===== config.mk =====
export PLATFORM = sky130hd
export DESIGN_NAME = smtr_divider
export DESIGN_NICKNAME = d
export VERILOG_FILES = /design/src/sv/smtr_pkg.sv /design/src/sv/smtr_divider.sv
export SDC_FILE = /design/constraint.sdc
export NUM_CORES = 1
export LEC_CHECK = 0
export BUFFER_PORTS_ARGS = -buffer_cell sky130_fd_sc_hd__clkbuf_2
export CAP_MARGIN = 15
export CORE_MARGIN = 2
export CORE_UTILIZATION = 45
export CTS_BUF_LIST = sky130_fd_sc_hd__clkbuf_2 sky130_fd_sc_hd__clkbuf_4 sky130_fd_sc_hd__clkbuf_8
export CTS_CLUSTER_DIAMETER = 40
export DETAILED_ROUTE_END_ITERATION = 10
export PLACE_DENSITY = 0.68
export SLEW_MARGIN = 10
export SYNTH_ARGS = -nofsm -noshare
export SYNTH_HDL_FRONTEND = slang
export SYNTH_SLANG_ARGS = --single-unit

===== constraint.sdc =====
create_clock -name i_clk -period 2.5 [get_ports i_clk]
set_input_delay 0.375 -clock i_clk [delete_from_list [all_inputs] [get_ports i_clk]]
set_output_delay 0.375 -clock i_clk [all_outputs]
set_load 0.02 [all_outputs]

===== src/sv/smtr_pkg.sv =====
package smtr_pkg;

    localparam logic [2:0] ACT_ADD       = 3'd0;
    localparam logic [2:0] ACT_REMOVE    = 3'd1;
    localparam logic [2:0] ACT_ROUTE_PRI = 3'd2;
    localparam logic [2:0] ACT_ROUTE_SEC = 3'd3;
    localparam logic [2:0] ACT_COUNT     = 3'd4;
    localparam logic [2:0] ACT_NUM_TO_ID = 3'd5;
    localparam logic [2:0] ACT_ID_TO_NUM = 3'd6;

    localparam logic [2:0] ST_OK       = 3'd0;
    localparam logic [2:0] ST_EMPTY    = 3'd1;
    localparam logic [2:0] ST_NOTFOUND = 3'd2;
    localparam logic [2:0] ST_FULL     = 3'd3;
    localparam logic [2:0] ST_IGNORED  = 3'd4;

    localparam logic [1:0] GRP_ALL = 2'd0;
    localparam logic [1:0] GRP_A   = 2'd1;
    localparam logic [1:0] GRP_B   = 2'd2;

    typedef struct packed {
        logic [2:0]  action;
        logic [31:0] member_id;
        logic [1:0]  group;
        logic [31:0] sequence_req;
        logic [7:0]  position;
        logic        is_running;
        logic        name_match;
    } t_req;

    typedef struct packed {
        logic [31:0] chosen_id;
        logic [5:0]  rank;
        logic [6:0]  member_count;
        logic [2:0]  status;
    } t_rsp;

endpackage


===== src/sv/smtr_divider.sv =====
module smtr_divider import smtr_pkg::*; #(
    parameter int CW = 9
) (
    input  logic          i_clk,
    input  logic          i_rst_n,
    input  logic          i_start,
    input  logic [31:0]   i_dividend,
    input  logic [CW-1:0] i_divisor,
    output logic          o_done,
    output logic [CW-1:0] o_rem
);
    // Restoring division, one quotient bit per cycle; only the remainder is kept.
    logic [31:0]   r_quo;
    logic [CW:0]   r_rem;
    logic [5:0]    r_cnt;
    logic          r_busy;
    logic [CW:0]   w_shift;

    assign w_shift = {r_rem[CW-1:0], r_quo[31]};

    always_ff @(posedge i_clk) begin
        if (!i_rst_n) begin
            r_busy <= 1'b0;
            r_cnt  <= '0;
            o_done <= 1'b0;
        end else begin
            o_done <= 1'b0;
            if (i_start) begin
                r_busy <= 1'b1;
                r_cnt  <= 6'd32;
                r_quo  <= i_dividend;
                r_rem  <= '0;
            end else if (r_busy) begin
                r_quo <= {r_quo[30:0], 1'b0};
                if (w_shift >= {1'b0, i_divisor}) begin
                    r_rem <= w_shift - {1'b0, i_divisor};
                end else begin
                    r_rem <= w_shift;
                end
                r_cnt <= r_cnt - 6'd1;
                if (r_cnt == 6'd1) begin
                    r_busy <= 1'b0;
                    o_done <= 1'b1;
                end
            end
        end
    end

    assign o_rem = r_rem[CW-1:0];
endmodule


### Word level (Yosys, flattened, before mapping)

Cells that the tools add are included.

| word-level totals | value |
|---|---|
| bits in registers | 49 |
| input bits | 44 |
| output and inout bits | 10 |
| logic and storage cells | 26 |

| operators by class | value |
|---|---|
| add/sub/neg operators | 2 |
| order comparisons | 1 |
| equality and inequality tests | 1 |
| muxes and demuxes | 10 |
| bitwise operators | 2 |
| reductions and logical operators | 4 |

Operators by type and width:

| kind | number |
|---|---|
| 2-to-1 mux 32 bit | 2 |
| 2-to-1 mux 9 bit | 2 |
| 2-to-1 mux 6 bit | 2 |
| >= comparator 10 x 9 -> 1 bit | 1 |
| subtractor 9 bit | 1 |
| == test 6 x 1 -> 1 bit (second input constant) | 1 |
| subtractor 6 x 1 -> 6 bit (second input constant) | 1 |
| 2-to-1 mux 1 bit | 4 |
| OR reduction 3 bit | 1 |
| inverter 1 bit | 2 |
| AND reduction 2 bit | 1 |
| nonzero test 2 bit | 1 |
| OR reduction 2 bit | 1 |

### Depth between registers and ports, before layout

| logic depth | value |
|---|---|
| word-level depth | 4 |
| gate-level depth with buffers | 10 |
| depth with buffers taken out | 9 |

### Worst setup path before layout

No wires, ideal clock.

| timing path | value |
|---|---|
| kind | register -> register |
| start point | register r_quo[31] |
| end point | register r_rem[1] (data pin) |
| setup time | 270 ps |
| arrival | 2,001 ps |
| data required time | 2,230 ps |
| setup slack | 229 ps |
| cell stages (with the launch flop) | 11 |
| path buffers | 1 |
| period minus slack after synthesis | 2,271 ps |
| cells stage by stage | edfxtp_1 > inv_1 > ha_1 > inv_1 > fa_1 > a21o_1 > a221oi_2 > a31oi_1 > buf_6 > mux2i_1 > nor2_1 |

| on the way | value |
|---|---|
| cells in the longest elaborated chain, start to end | 3 |
| elaborated cells between the ends (all ways) | 4 |
| classes of those cells | add/sub (1); order compare (1); mux (2) |

Ends and longest elaborated chain:

| item | line | RTL |
|---|---|---|
| from (decl) | smtr_divider.sv:13 | `logic [31:0] r_quo;` |
| from (signal assigned) | smtr_divider.sv:31 | `r_quo <= i_dividend;` |
| from (signal assigned) | smtr_divider.sv:34 | `r_quo <= {r_quo[30:0], 1'b0};` |
| subtractor 9 bit or >= comparator 10 x 9 -> 1 bit (tied branches) | smtr_divider.sv:36, smtr_divider.sv:35 |  |
| 2-to-1 mux 9 bit (*) | smtr_divider.sv:35 | `if (w_shift >= {1'b0, i_divisor}) begin` |
| 2-to-1 mux 9 bit (*) | smtr_divider.sv:33 | `end else if (r_busy) begin` |
| to (signal assigned) | smtr_divider.sv:36 | `r_rem <= w_shift - {1'b0, i_divisor};` |
| to (signal assigned) | smtr_divider.sv:38 | `r_rem <= w_shift;` |
| to (decl) | smtr_divider.sv:14 | `logic [CW:0] r_rem;` |

Mark *: on every way between the ends. The rest lies on a longest branch, timed or not. The select of a mux whose other input is x is not followed.
A chain may end at the register's enable or synchronous reset.

### Final worst setup path

Ends and elaborated chain as after synthesis.

==> out/qor.yml <==
crit_start: "r_quo[31]$_DFFE_PP_"
synth_nets: 252
drv_slew: 0
cp-start-kind: "flop"
status: "finished clean"
p_clk_share_pct: 25.2
fmax_mhz: 427.8
internal_power_mw: 1.389
min_period_ps: 2337
r2r_cells: 10
route.vias.total: 1664
p_seq_share_pct: 53.1
worstPathArrival_ps: 2380
cts_buffers: 5
initial_utilization_pct: 46.20
endpoint_kind: "flop"
path_class: "flop to flop"
synth_flop_cell: "edfxtp_1"
maxCapViolCount: 0
cp_max_fo: 7
first_pass_iters: 4
clockBufferDepth: 2
r2r_start: "r_quo[31]$_DFFE_PP_"
avgViaCountPerCell: 5.042
setup_ws_ps: 162.7
rsz0062_at_grt: "no"
ys_types: 43
finalHoldViolations: 0
async_flop_share_pct: 0
drtAntennaViolNets: 0
die-area_um2: 6235
power_density_nw_per_um2: 620.3
syn2layout_area_growth_pct: 18.65
worst_ep_required_time_ps: 2550
post-place-ws_ps: 123.3
grt_overflow: 0
dp.final_hpwl_mm: 3.066
layout-drive-gt1-share_pct: 42.25
core_area_um2: 5473
antenna_found_initial: 0
finalSetupViolCount: 0
layout.nets: 313
skew_ps: 5.728
swShare_pct: 25.37
synth.yosys.seq_area_share_pct: 55.02
fp-row-count: 27
setup_tns_ps: 0
r2r_setup_slack_ps: 160
worstHoldPathCells: 2
synth_area_um2: 2529
slowest_delay_ps: 390
numPortBuffers: 53
drcViolationCount: 0
ir_drop_v: 0.0003639
cts.sinks: 49
die_x_um: 78.96
gp_congestion: 0.7908
cts_hold_buf: 0
synth_warnings: 0
cp_common_cell: "inv_1"
synth_cells: 196
grt_util_all_layers_pct: 14.59
clk_pin_slew_ps: 80
ios: 54
setup.worst_path.end: "r_rem[1]$_SDFFCE_PP0P_"
cts_tree: "yes"
clk_latency_ps: 300
grt_pass1_wl_mm: 7.107
slowest_stage: "edfxtp_1"
yosys_register_bits: 49
slew_headroom_pct: 64.78
synth_edf_count: 41
antenna_cells: 0
period_share_pct: 93.49
routed_wirelength_mm: 4.316
crit_chain: "inv_1 > ha_1 > inv_1 > fa_2 > a21o_1 > a221oi_2 > a31oi_1 > buf_4 > mux2i_1 > nor2_1"
whs_ps: 313.3
utilization_pct: 54.82
combPwrFrac_pct: 21.7
dieHeight_um: 78.96
dp_cells: 321
worst_pin_slew_ps: 528.4
power.leakage_nw: 1.250
ctsRootBufferMaster: "clkbuf_8"
grt_max_degree: 43
hold_path.class: "input port to flop"
power_switching_mw: 0.4722
stdcell_count: 330
wire_per_inst_um: 13.08
h-tree-depth: 2
grt_pass1_vias: 1617
avgSynthCellArea_um2: 12.90
timing.rr.end: "r_rem[1]$_SDFFCE_PP0P_"
drt_iter0_markers: 69
## layout make-up
class                   count  area, um^2
clock buffers               8       91.34
repair buffers             60       315.3
fillers                   505        2472
multi-input cells         125        1052
inverters                  16       60.06
well taps                  72       90.09
flip-flops and latches     49        1391
## cells by family after synthesis
group	Yosys count	synth area share [%]
xor+xnor	7	2.425
buf+inv	22	3.562
mux	35	15.44
fa+ha+maj	12	6.234
flops	49	55.02
compound gates	29	9.055
simple gates	42	8.264
## power groups by stage
stage	registers, mW	clock network [mW]	logic (mW)
2_1_floorplan	1.02	0	0.275
3_3_place_gp	1.01	0	0.394
3_5_place_dp	1.01	0	0.397
4_1_cts	0.989	0.484	0.399
5_1_grt	0.996	0.519	0.446
6_report	0.989	0.470	0.403
## critical path, delay by kind of cell (launching register included)
| kind | cells | cell delay (ps) |
|---|---|---|
| AOI/OAI and AO/OA | 3 | 610 |
| adders and majority gates | 2 | 520 |
| DFF | 1 | 390 |
| buffers and inverters | 3 | 350 |
| muxes | 1 | 170 |
| and+or+nand+nor | 1 | 50 |
## state kept, by name (all words and copies together) (netlist names)
name and flops:
r_rem 9, o_done 1, r_busy 1, r_cnt 6
r_quo 32
## synthesized netlist by cell type, drive strengths merged (2+ instances only)
master / n / share of area [%]
nand2b: 3 / 0.74
o2111ai: 2 / 0.94
nor2: 13 / 1.9
ha: 11 / 5.4
inv: 16 / 2.4
mux2: 32 / 14
dfxtp: 8 / 6.3
xnor2: 6 / 2.1
a21oi: 5 / 1.1
nor3: 4 / 0.99
or3: 2 / 0.49
a211oi: 4 / 1.6
o21ai: 4 / 0.79
o21a: 4 / 1.2
or2: 4 / 0.99
nand3: 3 / 0.59
buf: 2 / 0.59
and3: 2 / 0.49
nand2: 7 / 1.0
a21o: 3 / 0.89
mux2i: 3 / 1.2
clkbuf: 4 / 0.59
edfxtp: 41 / 49
## routing by layer
metal / GRT usage [%] / share of wire, %
met4: 5.690 / 1.6
met3: 4.773 / 6.5
met2: 24.15 / 47
met1: 17.67 / 45
met5: 0 / 0
## metrics by stage
step / area (um^2) / power [mW]
after global placement: 2900 / 1.402
after floorplan: 2529 / 1.293
final: 3000 / 1.861
after detailed placement: 2900 / 1.405
after global routing: 3000 / 1.961
after CTS: 2992 / 1.873
## worst min-delay path by stage
| stage | startpoint | end |
|---|---|---|
| CTS | i_rst_n | r_cnt[5]$_SDFFE_PN0N_ |
| finish | i_rst_n | r_cnt[5]$_SDFFE_PN0N_ |
| floorplan | r_cnt[0]$_SDFFE_PP0P_ | r_cnt[0]$_SDFFE_PP0P_ |
| global placement | r_cnt[1]$_SDFFE_PP0P_ | r_cnt[1]$_SDFFE_PP0P_ |
| global route | i_rst_n | r_cnt[5]$_SDFFE_PN0N_ |
| detailed placement | r_cnt[1]$_SDFFE_PP0P_ | r_cnt[1]$_SDFFE_PP0P_ |
## layout by cell type (no fill, tap or decap), types with 6 or more instances in the layout
master,instances
clkbuf_2,53
nor2_1,13
mux2_2,32
nand2_1,7
dfxtp_1,8
inv_1,16
edfxtp_1,41
ha_1,11
buf_4,6
xnor2_1,6
## timing repair
| item | in CTS | in global routing |
|---|---|---|
| buffers inserted | 0 | 0 |
| resized for setup | 0 | 4 |
| endpoints found under the setup margin | 0 | 5 |
Note: power is estimated with default switching activity, not from simulation.
